<file path="src/rtl/hhds_pkg.sv">
// ----------------------------------------------------------------------------
// hhds_pkg
// Shared types, constants and helpers for the heading hold steering pipeline.
// ----------------------------------------------------------------------------
package hhds_pkg;

    // Angles in centidegrees
    localparam int FULL_TURN = 36000;
    localparam int HALF_TURN = 18000;

    // Gains in tenths
    localparam logic [3:0] GAIN_UNITY    = 4'd10;
    localparam int         MAX_GAIN_STEP = 4;

    // Reciprocal shift used for the level quantizer
    localparam int QUOT_SHIFT = 16;

    // Divide by ten: (x * 6554) >> 16 is exact for x below 4096
    localparam logic [12:0] DIV10_RECIP = 13'd6554;
    localparam int          DIV10_SHIFT = 16;

    // Stage payload after the heading error stage
    typedef struct packed {
        logic [14:0]       aerr;      // |error|, at most a half turn
        logic              err_neg;
        logic              err_zero;
        logic signed [8:0] speed;
    } err_t;

    // Stage payload after the quantizer
    typedef struct packed {
        logic signed [6:0] level;     // saturated correction level
        logic [3:0]        left_gain;
        logic [3:0]        right_gain;
        logic signed [8:0] speed;
    } level_t;

    // Reduce a signed 17 bit angle into 0..35999
    function automatic logic [15:0] wrap_ref(input logic signed [16:0] v);
        logic signed [17:0] x;
        logic signed [17:0] r;
        begin
            x = 18'(v);
            if (x >= 18'sd36000)
                r = x - 18'sd36000;
            else if (x >= 18'sd0)
                r = x;
            else if (x >= -18'sd36000)
                r = x + 18'sd36000;
            else
                r = x + 18'sd72000;
            return r[15:0];
        end
    endfunction

endpackage

</file>
<file path="src/rtl/hhds_err.sv">
// ----------------------------------------------------------------------------
// hhds_err
// Heading wrap and shortest signed turn from measured heading to reference.
// ----------------------------------------------------------------------------
module hhds_err (
    input  logic                 clk,
    input  logic                 rst_n,
    input  logic [15:0]          ref_heading,   // already wrapped to 0..35999
    input  logic                 in_valid,
    output logic                 in_ready,
    input  logic signed [15:0]   heading,
    input  logic signed [8:0]    base_speed,
    output logic                 out_valid,
    input  logic                 out_ready,
    output hhds_pkg::err_t       out_data
);

    logic                  valid_reg;
    logic                  valid_next;
    logic                  load;
    hhds_pkg::err_t        data_reg;
    hhds_pkg::err_t        data_next;
    logic signed [16:0]    meas;
    logic signed [16:0]    diff;
    logic [16:0]           adiff;
    logic signed [16:0]    err;

    // Stage is free when empty or when its content moves on
    assign in_ready = !valid_reg || out_ready;
    assign load     = in_valid && in_ready;

    // Wrap measured heading, take difference, pick the short way round
    always_comb
    begin
        meas = 17'(heading);
        if (heading[15])
            meas = meas + 17'(hhds_pkg::FULL_TURN);
        diff  = $signed({1'b0, ref_heading}) - meas;
        adiff = diff[16] ? 17'(-diff) : 17'(diff);
        if (adiff < 17'(hhds_pkg::HALF_TURN))
            err = diff;
        else if (!diff[16])
            err = diff - 17'(hhds_pkg::FULL_TURN);
        else
            err = diff + 17'(hhds_pkg::FULL_TURN);
        data_next.aerr     = err[16] ? 15'(-err) : 15'(err);
        data_next.err_neg  = err[16];
        data_next.err_zero = (err == 17'sd0);
        data_next.speed    = base_speed;
    end

    always_comb
    begin
        valid_next = valid_reg;
        if (in_ready)
            valid_next = in_valid;
    end

    always_ff @(posedge clk or negedge rst_n)
    begin
        if (!rst_n)
            valid_reg <= 1'b0;
        else
            valid_reg <= valid_next;
    end

    always_ff @(posedge clk)
    begin
        if (load)
            data_reg <= data_next;
    end

    assign out_valid = valid_reg;
    assign out_data  = data_reg;

endmodule

</file>
<file path="src/rtl/hhds_quant.sv">
// ----------------------------------------------------------------------------
// hhds_quant
// Two stage error quantizer: reciprocal multiply, then remainder correction,
// level sign, saturation and gain pair lookup.
// ----------------------------------------------------------------------------
module hhds_quant #(
    parameter int LEVEL_STEP = 500
) (
    input  logic               clk,
    input  logic               rst_n,
    input  logic               in_valid,
    output logic               in_ready,
    input  hhds_pkg::err_t     in_data,
    output logic               out_valid,
    input  logic               out_ready,
    output hhds_pkg::level_t   out_data
);

    // Reciprocal of the step; one correction step restores the exact quotient
    localparam int RECIP    = (1 << hhds_pkg::QUOT_SHIFT) / LEVEL_STEP;
    localparam int RW       = $clog2(RECIP + 1);
    localparam int PW       = 15 + RW;
    localparam int QW       = $clog2(hhds_pkg::HALF_TURN / LEVEL_STEP + 2);

    // Stage B registers
    logic                  b_valid_reg;
    logic                  b_valid_next;
    logic [PW-1:0]         b_prod_reg;
    logic [PW-1:0]         b_prod_next;
    hhds_pkg::err_t        b_err_reg;
    logic                  b_ready;
    // Stage C registers
    logic                  c_valid_reg;
    logic                  c_valid_next;
    hhds_pkg::level_t      c_data_reg;
    hhds_pkg::level_t      c_data_next;
    // Stage C logic
    logic [PW-1:0]         shifted;
    logic [QW-1:0]         q0;
    logic [15:0]           qstep;
    logic [15:0]           rem;
    logic [QW-1:0]         mag;
    logic                  lvl_zero;
    logic                  lvl_neg;
    logic [2:0]            k;
    logic [6:0]            mag7;

    // Handshake chain
    assign b_ready  = !c_valid_reg || out_ready;
    assign in_ready = !b_valid_reg || b_ready;

    // Stage B: approximate quotient product
    assign b_prod_next = PW'(in_data.aerr) * PW'(RECIP);

    always_comb
    begin
        b_valid_next = b_valid_reg;
        if (in_ready)
            b_valid_next = in_valid;
        c_valid_next = c_valid_reg;
        if (b_ready)
            c_valid_next = b_valid_reg;
    end

    // Stage C: fix quotient, build signed level and gains
    always_comb
    begin
        shifted  = b_prod_reg >> hhds_pkg::QUOT_SHIFT;
        q0       = QW'(shifted);
        qstep    = 16'(q0 * LEVEL_STEP);
        rem      = {1'b0, b_err_reg.aerr} - qstep;
        mag      = q0 + QW'(1) + QW'(rem >= 16'(LEVEL_STEP));
        lvl_zero = b_err_reg.err_zero || (b_err_reg.speed == 9'sd0);
        lvl_neg  = !lvl_zero && (b_err_reg.err_neg ^ b_err_reg.speed[8]);

        if (lvl_zero)
            k = 3'd0;
        else if (mag >= QW'(hhds_pkg::MAX_GAIN_STEP))
            k = 3'(hhds_pkg::MAX_GAIN_STEP);
        else
            k = 3'(mag);

        // Report range is -64..63
        if (lvl_zero)
            mag7 = 7'd0;
        else if (lvl_neg && (mag > 64))
            mag7 = 7'd64;
        else if (!lvl_neg && (mag > 63))
            mag7 = 7'd63;
        else
            mag7 = 7'(mag);

        c_data_next.level = lvl_neg ? $signed(-mag7) : $signed(mag7);
        if (lvl_neg)
        begin
            c_data_next.left_gain  = hhds_pkg::GAIN_UNITY + 4'(k);
            c_data_next.right_gain = hhds_pkg::GAIN_UNITY - 4'(k);
        end
        else
        begin
            c_data_next.left_gain  = hhds_pkg::GAIN_UNITY - 4'(k);
            c_data_next.right_gain = hhds_pkg::GAIN_UNITY + 4'(k);
        end
        c_data_next.speed = b_err_reg.speed;
    end

    always_ff @(posedge clk or negedge rst_n)
    begin
        if (!rst_n)
        begin
            b_valid_reg <= 1'b0;
            c_valid_reg <= 1'b0;
        end
        else
        begin
            b_valid_reg <= b_valid_next;
            c_valid_reg <= c_valid_next;
        end
    end

    always_ff @(posedge clk)
    begin
        if (in_valid && in_ready)
        begin
            b_prod_reg <= b_prod_next;
            b_err_reg  <= in_data;
        end
        if (b_valid_reg && b_ready)
            c_data_reg <= c_data_next;
    end

    assign out_valid = c_valid_reg;
    assign out_data  = c_data_reg;

    // Gains always stay a balanced pair around unity
    a_gain_sum: assert property (@(posedge clk) disable iff (!rst_n)
        c_valid_reg |-> (5'(c_data_reg.left_gain) + 5'(c_data_reg.right_gain)) == 5'd20)
        else $error("gain pair does not sum to twenty");

    // No correction means straight drive
    a_zero_level: assert property (@(posedge clk) disable iff (!rst_n)
        (c_valid_reg && (c_data_reg.level == 7'sd0)) |->
            (c_data_reg.left_gain == hhds_pkg::GAIN_UNITY))
        else $error("zero level with uneven gains");

endmodule

</file>
<file path="src/rtl/hhds_drive.sv">
// ----------------------------------------------------------------------------
// hhds_drive
// Wheel drive scaling: speed times gain, then divide by ten toward zero.
// ----------------------------------------------------------------------------
module hhds_drive (
    input  logic                 clk,
    input  logic                 rst_n,
    input  logic                 in_valid,
    output logic                 in_ready,
    input  hhds_pkg::level_t     in_data,
    output logic                 out_valid,
    input  logic                 out_ready,
    output logic signed [9:0]    left_drive,
    output logic signed [9:0]    right_drive,
    output logic signed [6:0]    correction_level
);

    // Stage D: magnitude of speed * gain
    logic                  d_valid_reg;
    logic                  d_valid_next;
    logic [11:0]           d_left_abs_reg;
    logic [11:0]           d_right_abs_reg;
    logic                  d_left_neg_reg;
    logic                  d_right_neg_reg;
    logic signed [6:0]     d_level_reg;
    logic                  d_ready;
    logic signed [13:0]    prod_left;
    logic signed [13:0]    prod_right;
    // Stage E: output register
    logic                  e_valid_reg;
    logic                  e_valid_next;
    logic signed [9:0]     e_left_reg;
    logic signed [9:0]     e_left_next;
    logic signed [9:0]     e_right_reg;
    logic signed [9:0]     e_right_next;
    logic signed [6:0]     e_level_reg;
    logic [24:0]           quot_left_w;
    logic [24:0]           quot_right_w;
    logic [8:0]            quot_left;
    logic [8:0]            quot_right;

    assign d_ready  = !e_valid_reg || out_ready;
    assign in_ready = !d_valid_reg || d_ready;

    // Signed products
    assign prod_left  = 14'(in_data.speed) * 14'($signed({1'b0, in_data.left_gain}));
    assign prod_right = 14'(in_data.speed) * 14'($signed({1'b0, in_data.right_gain}));

    // Divide magnitudes by ten, restore sign (truncates toward zero)
    always_comb
    begin
        quot_left_w  = 25'(d_left_abs_reg) * 25'(hhds_pkg::DIV10_RECIP);
        quot_right_w = 25'(d_right_abs_reg) * 25'(hhds_pkg::DIV10_RECIP);
        quot_left    = 9'(quot_left_w >> hhds_pkg::DIV10_SHIFT);
        quot_right   = 9'(quot_right_w >> hhds_pkg::DIV10_SHIFT);
        e_left_next  = d_left_neg_reg ? $signed(-10'(quot_left)) : $signed(10'(quot_left));
        e_right_next = d_right_neg_reg ? $signed(-10'(quot_right))
                                       : $signed(10'(quot_right));
    end

    always_comb
    begin
        d_valid_next = d_valid_reg;
        if (in_ready)
            d_valid_next = in_valid;
        e_valid_next = e_valid_reg;
        if (d_ready)
            e_valid_next = d_valid_reg;
    end

    always_ff @(posedge clk or negedge rst_n)
    begin
        if (!rst_n)
        begin
            d_valid_reg <= 1'b0;
            e_valid_reg <= 1'b0;
        end
        else
        begin
            d_valid_reg <= d_valid_next;
            e_valid_reg <= e_valid_next;
        end
    end

    always_ff @(posedge clk)
    begin
        if (in_valid && in_ready)
        begin
            d_left_abs_reg  <= 12'(prod_left[13] ? -prod_left : prod_left);
            d_right_abs_reg <= 12'(prod_right[13] ? -prod_right : prod_right);
            d_left_neg_reg  <= prod_left[13];
            d_right_neg_reg <= prod_right[13];
            d_level_reg     <= in_data.level;
        end
        if (d_valid_reg && d_ready)
        begin
            e_left_reg  <= e_left_next;
            e_right_reg <= e_right_next;
            e_level_reg <= d_level_reg;
        end
    end

    assign out_valid        = e_valid_reg;
    assign left_drive       = e_left_reg;
    assign right_drive      = e_right_reg;
    assign correction_level = e_level_reg;

    // Equal gains give equal drives
    a_straight: assert property (@(posedge clk) disable iff (!rst_n)
        (e_valid_reg && (e_level_reg == 7'sd0)) |-> (e_left_reg == e_right_reg))
        else $error("uneven drives without correction");

endmodule

</file>
<file path="src/rtl/heading_hold_differential_steer_top.sv">
// ----------------------------------------------------------------------------
// heading_hold_differential_steer_top
// Heading hold for a differential drive: quantized heading error selects a
// left/right gain pair applied to the base speed.
//
//   channel   handshake           payload
//   -------   ---------           -------
//   input     in_valid/in_ready   heading, base_speed
//   output    out_valid/out_ready left_drive, right_drive, correction_level
//   config    cfg_we              cfg_data (reference heading)
//
// One transfer per cycle sustained while the output is ready; the register
// stages are, in order: error, reciprocal product, level/gains, product, divide.
// Each stage holds its item while the next one is full, so a stall on the
// output backs up stage by stage without loss; bubbles are squeezed out.
// Reset clears all stage valid bits and sets the reference heading to zero.
// The reference is wrapped to 0..35999 when written.
// ----------------------------------------------------------------------------
module heading_hold_differential_steer_top #(
    parameter int LEVEL_STEP = 500
) (
    input  logic                 clk,
    input  logic                 rst_n,
    input  logic                 cfg_we,
    input  logic signed [16:0]   cfg_data,
    input  logic                 in_valid,
    output logic                 in_ready,
    input  logic signed [15:0]   heading,
    input  logic signed [8:0]    base_speed,
    output logic                 out_valid,
    input  logic                 out_ready,
    output logic signed [9:0]    left_drive,
    output logic signed [9:0]    right_drive,
    output logic signed [6:0]    correction_level
);

    logic [15:0]          ref_reg;
    logic [15:0]          ref_next;
    logic                 err_valid;
    logic                 err_ready;
    hhds_pkg::err_t       err_data;
    logic                 lvl_valid;
    logic                 lvl_ready;
    hhds_pkg::level_t     lvl_data;

    // Reference heading register, stored already wrapped
    always_comb
    begin
        ref_next = ref_reg;
        if (cfg_we)
            ref_next = hhds_pkg::wrap_ref(cfg_data);
    end

    always_ff @(posedge clk or negedge rst_n)
    begin
        if (!rst_n)
            ref_reg <= 16'd0;
        else
            ref_reg <= ref_next;
    end

    // Heading error stage
    hhds_err u_err (
        .clk         (clk),
        .rst_n       (rst_n),
        .ref_heading (ref_reg),
        .in_valid    (in_valid),
        .in_ready    (in_ready),
        .heading     (heading),
        .base_speed  (base_speed),
        .out_valid   (err_valid),
        .out_ready   (err_ready),
        .out_data    (err_data)
    );

    // Level quantizer and gain selection
    hhds_quant #(
        .LEVEL_STEP (LEVEL_STEP)
    ) u_quant (
        .clk       (clk),
        .rst_n     (rst_n),
        .in_valid  (err_valid),
        .in_ready  (err_ready),
        .in_data   (err_data),
        .out_valid (lvl_valid),
        .out_ready (lvl_ready),
        .out_data  (lvl_data)
    );

    // Wheel drive scaling and output register
    hhds_drive u_drive (
        .clk              (clk),
        .rst_n            (rst_n),
        .in_valid         (lvl_valid),
        .in_ready         (lvl_ready),
        .in_data          (lvl_data),
        .out_valid        (out_valid),
        .out_ready        (out_ready),
        .left_drive       (left_drive),
        .right_drive      (right_drive),
        .correction_level (correction_level)
    );

    // Stored reference always lies in one turn
    a_ref_range: assert property (@(posedge clk)
        ref_reg < 16'd36000)
        else $error("reference heading out of range");

endmodule

</file>
<file path="config.mk">
export PLATFORM = sky130hd
export DESIGN_NAME = heading_hold_differential_steer_top
export DESIGN_NICKNAME = d
export VERILOG_FILES = /design/src/rtl/hhds_pkg.sv /design/src/rtl/hhds_err.sv /design/src/rtl/hhds_quant.sv /design/src/rtl/hhds_drive.sv /design/src/rtl/heading_hold_differential_steer_top.sv
export SDC_FILE = /design/constraint.sdc
export NUM_CORES = 1
export LEC_CHECK = 0
export ABC_AREA = 1
export BUFFER_PORTS_ARGS = -buffer_cell sky130_fd_sc_hd__buf_2
export CAP_MARGIN = 20
export CORE_UTILIZATION = 55
export CTS_BUF_LIST = sky130_fd_sc_hd__clkbuf_8
export CTS_CLUSTER_DIAMETER = 80
export DETAILED_ROUTE_END_ITERATION = 10
export PLACE_DENSITY = 0.77
export SLEW_MARGIN = 0
export SYNTH_ARGS = -nofsm -noshare
export SYNTH_HDL_FRONTEND = slang
export SYNTH_SLANG_ARGS = --single-unit
</file>
<file path="constraint.sdc">
create_clock -name clk -period 6.52 [get_ports clk]
set_input_delay 1.304 -clock clk [delete_from_list [all_inputs] [get_ports clk]]
set_output_delay 1.304 -clock clk [all_outputs]
set_load 0.05 [all_outputs]
</file>
==> results of run 1 <==
## metal layers
metal	vias to the layer above	part of all wire [%]	GRT usage (%)
li1	7607	-	-
met1	7086	42	27.6
met2	365	51	42.8
met3	75	4.0	3.25
met4	0	2.6	7.84
met5	-	0	0
## placed cells by master, fill, tap and decap left out, drive strengths merged, types with 2 or more instances in the layout
cell	instances
nor4	3
a21o	5
nand3	97
a211oi	3
clkbuf	17
o2111ai	2
nor3	13
o21bai	13
o31ai	6
o32ai	3
nand2	457
clkinv	9
o221ai	7
fa	138
ha	346
nor3b	2
or2	10
nor2	142
inv	545
o311ai	2
buf	100
o21ai	67
o21a	5
bufinv	3
o211ai	2
dfrtp	21
xnor2	40
and2	3
a21boi	3
nand4	18
a21oi	105
edfxtp	138
a31oi	8
nand3b	4
xor2	94
## layout make-up
cell class	count	area (sq um)
inverter	542	2040
multi-input combinational	1607	13100
fill	2943	13500
timing repair buffer	100	563
tap	455	569
sequential	159	4670
clock inverter	15	203
clock buffer	17	234
## final timing paths
check | startpoint | end | slack (ns) | cells after the start
max | u_quant.b_prod_reg[16] | u_quant.out_data[11] | 0.21 | 33
min in group asynchronous | rst_n | ref_reg[10] | 0.77 | 1
min reg2reg | u_drive.d_level_reg[2] | u_drive.correction_level[2] | 0.42 | 0
max reg2reg | u_quant.b_prod_reg[16] | u_quant.out_data[11] | 0.21 | 33
max in group asynchronous | rst_n | ref_reg[2] | 5.39 | 1
min | u_drive.d_level_reg[2] | u_drive.correction_level[2] | 0.42 | 0
## through the flow
stage | hold WS [ns] | util (%) | setup TNS [ns] | setup WS [ns] | instance area (sq um)
after global routing | 0.419 | 61.2 | -0.822 | -0.199 | 21400
after detailed placement | 0.405 | 59.2 | -0.0256 | -0.0256 | 20700
after global placement | 0.401 | 59.2 | 0 | 0.253 | 20700
after CTS | 0.416 | 60.5 | 0 | 0.00698 | 21100
after floorplan | 0.400 | - | 0 | 0.438 | 19700
final | 0.416 | 61.2 | 0 | 0.212 | 21400
## kinds of logic after synthesis
family | Yosys count | synth area share [%]
fa+ha+maj | 484 | 36.0
flops | 159 | 23.7
buf+inv | 559 | 10.8
mux | 1 | 0.0508
compound gates | 238 | 7.10
simple gates | 750 | 16.4
xor+xnor | 134 | 5.95
## timing repair
| action | 4_1_cts | 5_1_grt |
|---|---|---|
| resized for setup | 1 | 40 |
| buffers inserted | 3 | 10 |
| endpoints found under the setup margin | 2 | 8 |
| pin swaps | 3 | 33 |
## worst max-delay path, delay by kind of cell, from the launching register on
family                   cells  cell delay, ns
flip-flops                   1            0.44
AND/OR/NAND/NOR              7            0.58
AO/OA/AOI/OAI                8            1.03
adder cells (fa/ha/maj)      8            2.69
buffers and inverters        6            0.60
XOR/XNOR                     4            0.70
==> out/summary.txt, run 1 <==
Final WL: 40300 um
GRT Util Overall: 23.3%
Sink Count: 159
Detail Placement HPWL: 33500 um
Clock Skew: 0.0216 ns
Initial antenna violation count: 0
DIE AREA: 36600 sq um
Maximum root-to-sink buffer count: 2
Post-synth cell types: 57
Asr flop ratio synth: 13.2%
Status: completed
Placer Congestion: 0.919
Final Hold Violating Endpoints: 0
DR iter-0 viols: 822
Final Cycle Share: 96.8%
Max-slew violation count: 0
Initial Utilization: 56.5%
Worst Setup End Kind: flop
Diode count: 0
Vias: 15100
Largest stage delay, worst path: 0.62 ns
Worst Hold Class: reg -> reg
Fmax: 159 MHz
Syn nets: 2856
Io pins: 76
Vias in the first global route: 15400
First-pass GRT wire length: 69100 um
Crit-path max FO: 4
WP data arrival: 6.55 ns
Layout net count: 2958
Post-synthesis sequential area ratio: 23.7%
Mean Syn Cell Area: 8.48 sq um
Final min period: 6.31 ns
Non-filler instance count after layout: 2895
Slew headroom: 40.3%
Routed vias/inst: 5.23
Slowest CP cell: fa_1
Wire per inst: 13.9 um
DR pass1 iterations: 6
ANT nets after route: 0
Remaining DRCs: 0
Most frequent cell after synthesis: inv_1
Crit path kind: reg -> reg
H-tree depth: 4
Die outline width: 191 um
Dominant cells by area after synthesis: ha_1 (22%), edfxtp_1 (21%), fa_1 (14%)
Clock latency on the worst-skew pair: 0.50 ns
Core area: 34900 sq um
Clk root buf: clkbuf_8
Overflow after GRT: 0
Placed cell count: 2850
Die height: 191 um
Mapped Area: 19700 sq um
Post-CTS Hold Buffers: 0
Cell mode on critical path: inv_1
Synth top area share: 22.0%
Max reg flops: 26
Startpoint Class: flop
Dominant synthesized flop cell: edfxtp_1
Clock slew at reported path FFs: 0.10 ns
Max-cap violations: 0
Num rows: 68
Layout area overhead: 8.32%
Yosys top cell by area: ha_1
Syn. warnings: 0
Share of cells above drive strength 1: 9.63%
Synth Instances: 2325
Pin count of the biggest net entering global routing: 33
Port Buffers: 75
Yosys reg bits: 159
CTS buffer count: 17
Critical Path RT: 6.76 ns
Slew @ Worst Pin: 0.895 ns
Commonest cells in the netlist: inv_1 (532), nand2_1 (426), ha_1 (346)
TritonCTS clock tree: built
Post-synth EDFFs: 138
Setup-failing EPs final: 0
Power of run 1 is not shown: default switching activity piles up to over one toggle a cycle in this logic, so the estimate is an artifact.
==> run 2: changes to the inputs <==
ABC_AREA = default   (was 1)
==> run 2 against run 1 <==
  * Clock-buffer cell count unchanged
  * Die area fell by 1.8%
  * Fmax rose by 0.21%
  * Utilization decreased by 0.51 points
  * Critical endpoint unchanged
  * Largest cell class unchanged
  * Highest routed layer unchanged
==> out/summary.txt, run 2 <==
Status: completed
Crit path kind: reg -> reg
Syn. warnings: 0 (unchanged)
Die outline width: 190 um (-0.92%)
Io pins: 76 (unchanged)
Slew headroom: 35.4% (-4.9 points)
Layout net count: 2594 (-12%)
Finished Cell Area: 21000 sq um (-1.8%)
Diode count: 0 (unchanged)
Crit. path cell count: 31 (-6.1%)
GRT Util Overall: 22.5% (-0.81 points)
TritonCTS clock tree: built
Slew @ Worst Pin: 0.959 ns (+0.0640 ns)
Pin count of the biggest net entering global routing: 33 (unchanged)
Reg area: 4670 sq um (unchanged)
Vias: 14000 (-7.3%)
Most frequent cells in the layout: inv_1 (349), ha_1 (341), edfxtp_1 (138), fa_1 (136), nand2_1 (106)
FILL cells: 2855 (-3.0%)
Clock Skew: 0.0220 ns (+0.000402 ns)
Synth top area share: 22.4% (+0.41 points)
Dominant synthesized flop cell: edfxtp_1
Routed vias/inst: 5.54 (+6.0%)
WP data arrival: 6.63 ns (+0.08 ns)
Final Hold Violating Endpoints: 0 (unchanged)
H-tree depth: 4 (unchanged)
Worst R2R Path Depth: 31 (-6.1%)
Sink Count: 159 (unchanged)
Remaining DRCs: 0 (unchanged)
Placed cell areas: 20300 sq um (-1.5%)
First-pass GRT wire length: 65700 um (-4.9%)
Die height: 190 um (-0.92%)
Post-CTS Hold Buffers: 0 (unchanged)
DP Worst Slack: -0.0890 ns (-0.0634 ns)
Clock slew at reported path FFs: 0.10 ns (about the same)
Critical Path RT: 6.85 ns (+0.09 ns)
Mean Syn Cell Area: 9.83 sq um (+16%)
Max-slew violation count: 0 (unchanged)
Fmax: 159 MHz (+0.21%)
ANT nets after route: 0 (unchanged)
Worst Hold Class: reg -> reg
Max-cap violations: 0 (unchanged)
Final min period: 6.30 ns (-0.0133 ns)
Clock latency on the worst-skew pair: 0.50 ns (about the same)
Share of cells above drive strength 1: 10.2% (+0.58 points)
Detail Placement HPWL: 31700 um (-5.6%)
Num rows: 68 (unchanged)
Commonest non-fill, non-tap cell in the layout: inv_1
Yosys top cell by area: ha_1
Dominant cells by area after synthesis: ha_1 (22%), edfxtp_1 (21%), fa_1 (14%)
Layout area overhead: 8.38% (about the same)
Post-synth EDFFs: 138 (unchanged)
CTS buffer count: 17 (unchanged)
Synth Instances: 1969 (-15%)
Post-synth cell types: 81 (+42%)
Crit-path max FO: 3 (-1)
CP delay by family, top: adder cells
Placer Congestion: 0.938 (+2.1%)
Hold Slack: 0.418 ns (+0.00212 ns)
Core area: 34500 sq um (-0.98%)
Maximum root-to-sink buffer count: 2 (unchanged)
Final WL: 38400 um (-4.6%)
Initial Utilization: 56.0% (-0.50 points)
Startpoint Class: flop
Clk root buf: clkbuf_8
Initial antenna violation count: 0 (unchanged)
Post-synthesis sequential area ratio: 24.1% (+0.45 points)
Overflow after GRT: 0 (unchanged)
Setup-failing EPs final: 0 (unchanged)
Syn nets: 2500 (-12%)
Slowest CP cell: fa_2
DR iter-0 viols: 785 (-4.5%)
DR pass1 iterations: 6 (unchanged)
Port Buffers: 75 (unchanged)
Mapped Area: 19300 sq um (-1.9%)
Vias in the first global route: 14400 (-6.7%)
Max reg flops: 26 (unchanged)
Most frequent cell after synthesis: inv_1
Final Cycle Share: 96.6% (-0.20 points)
Commonest cells in the netlist: inv_1 (354), ha_1 (346), edfxtp_1 (138), fa_1 (138), nand2_1 (107)
Buffers & Inverters on Critical Path: 6 (unchanged)
Worst Setup End Kind: flop
Multi-input logic area: 13400 sq um (+2.3%)
Post-route setup slack: 0.225 ns (+0.0133 ns)
Hold Path Cell Cnt: 0 (unchanged)
Asr flop ratio synth: 13.2% (unchanged)
Yosys reg bits: 159 (unchanged)
Largest stage delay, worst path: 0.65 ns (+0.03 ns)
DIE AREA: 35900 sq um (-1.8%)
Wire per inst: 15.2 um (+9.1%)
-- run 2: cell types whose count changed in the layout (fill, tap and decap cells not counted), moves of 31 or more --
| cell | previous run | this run |
|---|---|---|
| and2_1 | 3 | 55 |
| inv_1 | 530 | 349 |
| nand2_1 | 426 | 106 |
| nand3_1 | 91 | 29 |
| nor2_1 | 123 | 84 |
| xnor2_1 | 39 | 94 |
| xor2_1 | 92 | 61 |
-- run 2: path summary, 6_finish.rpt --
kind	from	to	slack [ns]
max in group asynchronous	rst_n	ref_reg[6]	5.43
min reg2reg	u_quant.out_data[17]	u_drive.d_level_reg[0]	0.42
max reg2reg	u_quant.b_prod_reg[18]	u_quant.out_data[11]	0.22
min	u_quant.out_data[17]	u_drive.d_level_reg[0]	0.42
max	u_quant.b_prod_reg[18]	u_quant.out_data[11]	0.22
min in group asynchronous	rst_n	ref_reg[7]	0.75
-- run 2: per-stage QoR --
step,utilization (%),std cells,TNS (ns)
floorplan,-,1969,0
global placement,58.9,2494,0
detailed placement,58.9,2494,-0.326
CTS,60.2,2526,0
global route,60.7,2531,-0.172
finish,60.7,2531,0
-- run 2: metal layers --
layer  global-route usage, %  part of all wire (%)  vias up
met5                       0                     0        -
met4                    8.96                   3.1        0
met3                    2.67                   2.7       72
met2                    41.6                    52      240
met1                    26.2                    42     6813
li1                        -                     -     6897
-- run 2: repair_timing --
action | in CTS | in global routing
cloned | 0 | 0
pin swaps | 0 | 15
endpoints found under the setup margin | 4 | 11
buffers inserted | 0 | 4
gates resized for setup | 6 | 36
-- run 2: cells by family (layout without fill, tap and decap cells) --
logic type / count (synthesis) / in the layout / synth area share, %
adders and majority gates: 484 / 484 / 36.7
and+or+nand+nor: 436 / 436 / 11.5
buffers and inverters: 385 / 492 / 7.56
AOI/OAI and AO/OA: 309 / 309 / 10.9
xor gates and xnor gates: 160 / 160 / 7.28
DFF: 159 / 159 / 24.1
muxes: 36 / 36 / 1.97
-- run 2: layout make-up --
type	count	share of cell area, %
multi-input cells	1425	63.8
flip-flops and latches	159	22.3
inverters	357	6.39
repair buffers	103	2.88
well taps	455	2.72
clock buffers	17	1.12
clock inverters	15	0.812
Power of run 2 is left out for the same reason.
==> run 3: changes to the inputs <==
CTS_BUF_LIST = sky130_fd_sc_hd__clkbuf_4 sky130_fd_sc_hd__clkbuf_8 sky130_fd_sc_hd__clkbuf_16   (was sky130_fd_sc_hd__clkbuf_8)
==> run 3 against run 2 <==
  * Die area is the same
  * Clock skew shrank 0.011 ns
  * Wire length is 1.2% higher
  * Sequential cell count unchanged
  * Utilization grew 0.56 points
  * Register-to-register slack about the same
  * Sequential share of layout area shrank 0.20 points
  * Cell area is 0.92% higher
  * First-iteration DRC count is 1.0% higher
  * Highest routed layer unchanged
==> out/summary.txt, run 3 (same netlist as run 2, synthesis figures left out) <==
Overflow after GRT: 0 (unchanged)
Routed vias/inst: 5.56 (+0.40%)
Layout net count: 2594 (unchanged)
Max reg flops: 26 (unchanged)
Wire per inst: 15.4 um (+1.2%)
DR pass1 iterations: 5 (-1)
Clock slew at reported path FFs: 0.07 ns (-0.03 ns)
Finished Cell Area: 21200 sq um (+0.92%)
M3 GR Usage: 3.06% (+0.39 points)
Die height: 190 um (unchanged)
Pin count of the biggest net entering global routing: 33 (unchanged)
Slowest CP cell: fa_2
Initial antenna violation count: 0 (unchanged)
GRT Util Overall: 22.6% (+0.14 points)
Cell mode on critical path: a21oi_2
Slew @ Worst Pin: 0.973 ns (+0.0145 ns)
ANT nets after route: 0 (unchanged)
Initial Utilization: 56.0% (unchanged)
Maximum root-to-sink buffer count: 2 (unchanged)
Share of cells above drive strength 1: 10.3% (+0.048 points)
Startpoint Class: flop
Sink Count: 159 (unchanged)
Worst Hold Class: reg -> reg
Slew headroom: 34.4% (-0.98 points)
Vias: 14100 (+0.40%)
Clock Skew: 0.0105 ns (-0.0115 ns)
Hold Slack: 0.416 ns (-0.00195 ns)
Port Buffers: 75 (unchanged)
Most frequent cells in the layout: inv_1 (349), ha_1 (341), edfxtp_1 (138), fa_1 (136), nand2_1 (106)
Setup-failing EPs final: 0 (unchanged)
Commonest non-fill, non-tap cell in the layout: inv_1
Core area: 34500 sq um (unchanged)
Clock latency on the worst-skew pair: 0.45 ns (-0.05 ns)
Met1 Track Usage GR: 26.3% (+0.048 points)
Vias in the first global route: 14500 (+0.46%)
Num rows: 68 (unchanged)
Crit-path max FO: 3 (unchanged)
Worst Setup End Kind: flop
Remaining DRCs: 0 (unchanged)
CTS buffer count: 17 (unchanged)
Layout area overhead: 9.38%
Die outline width: 190 um (unchanged)
First-pass GRT wire length: 66100 um (+0.66%)
Final WL: 38900 um (+1.2%)
Max-slew violation count: 0 (unchanged)
Placer Congestion: 0.938 (unchanged)
DR iter-0 viols: 793 (+1.0%)
Diode count: 0 (unchanged)
Status: completed
Final Hold Violating Endpoints: 0 (unchanged)
TritonCTS clock tree: built
Critical Path RT: 6.69 ns (-0.16 ns)
Crit path kind: reg -> reg
H-tree depth: 4 (unchanged)
Post-CTS Hold Buffers: 0 (unchanged)
Io pins: 76 (unchanged)
Detail Placement HPWL: 31700 um (unchanged)
Buffers & Inverters on Critical Path: 6 (unchanged)
Final Cycle Share: 96.5% (about the same)
CP delay by family, top: adder cells
Max-cap violations: 0 (unchanged)
Final min period: 6.29 ns (-0.000897 ns)
Clk root buf: clkbuf_16
WP data arrival: 6.46 ns (-0.17 ns)
Fmax: 159 MHz (about the same)
Gr busiest metal: met2
DIE AREA: 35900 sq um (unchanged)
GR Util met2: 41.9% (+0.31 points)
Placed cell areas: 20300 sq um (unchanged)
Largest stage delay, worst path: 0.65 ns (about the same)
[run 3: cell counts in the layout (fill, tap and decap cells not counted)]
No cell type changed its count.
[run 3: what timing repair did]
action                                  CTS  global route
endpoints found under the setup margin    4            12
resized for setup                         6            37
buffers inserted                          0             4
pin swaps                                 0            18
[run 3: metal layers]
| metal | part of all wire (%) | vias to the layer above | wire length [um] |
|---|---|---|---|
| li1 | - | 6905 | - |
| met1 | 42 | 6833 | 16300 |
| met2 | 52 | 265 | 20200 |
| met3 | 3.1 | 75 | 1200 |
| met4 | 2.9 | 0 | 1130 |
| met5 | 0 | - | 0 |
[run 3: area by class of cell]
class | instances | area, sq um
Clock buffer | 17 | 425
Clock inverter | 15 | 170
Fill cell | 2819 | 13400
Inverter | 357 | 1340
Multi-Input combinational cell | 1425 | 13400
Sequential cell | 159 | 4670
Tap cell | 455 | 569
Timing Repair Buffer | 103 | 603
[run 3: worst register-to-register path: cells and delay by family (launching register included)]
family                   cells  cell delay (ns)
multiplexers                 2             0.24
AO/OA/AOI/OAI                6             0.74
flip-flops                   1             0.42
XOR/XNOR                     2             0.18
buffers and inverters        6             0.53
AND/OR/NAND/NOR              8             1.17
adder cells (fa/ha/maj)      8             2.74
[run 3: worst paths after layout]
kind	start	to	slack, ns	cells past startpoint
setup / recovery	u_quant.b_prod_reg[18]	u_quant.out_data[12]	0.23	32
max in group asynchronous	rst_n	ref_reg[6]	5.37	1
setup reg to reg	u_quant.b_prod_reg[18]	u_quant.out_data[12]	0.23	32
min in group asynchronous	rst_n	ref_reg[14]	0.82	1
hold / removal	u_quant.out_data[22]	u_drive.d_level_reg[5]	0.42	0
hold reg to reg	u_quant.out_data[22]	u_drive.d_level_reg[5]	0.42	0
[run 3: through the flow]
| stage | std cells | setup WS (ns) | utilization, % | setup TNS [ns] |
|---|---|---|---|---|
| floorplan | 1969 | 0.234 | - | 0 |
| global placement | 2494 | 0.173 | 58.9 | 0 |
| detailed placement | 2494 | -0.0890 | 58.9 | -0.326 |
| CTS | 2526 | 0.0225 | 60.7 | 0 |
| global route | 2531 | -0.0583 | 61.3 | -0.145 |
| finish | 2531 | 0.226 | 61.3 | 0 |
Power of run 3 is left out for the same reason.
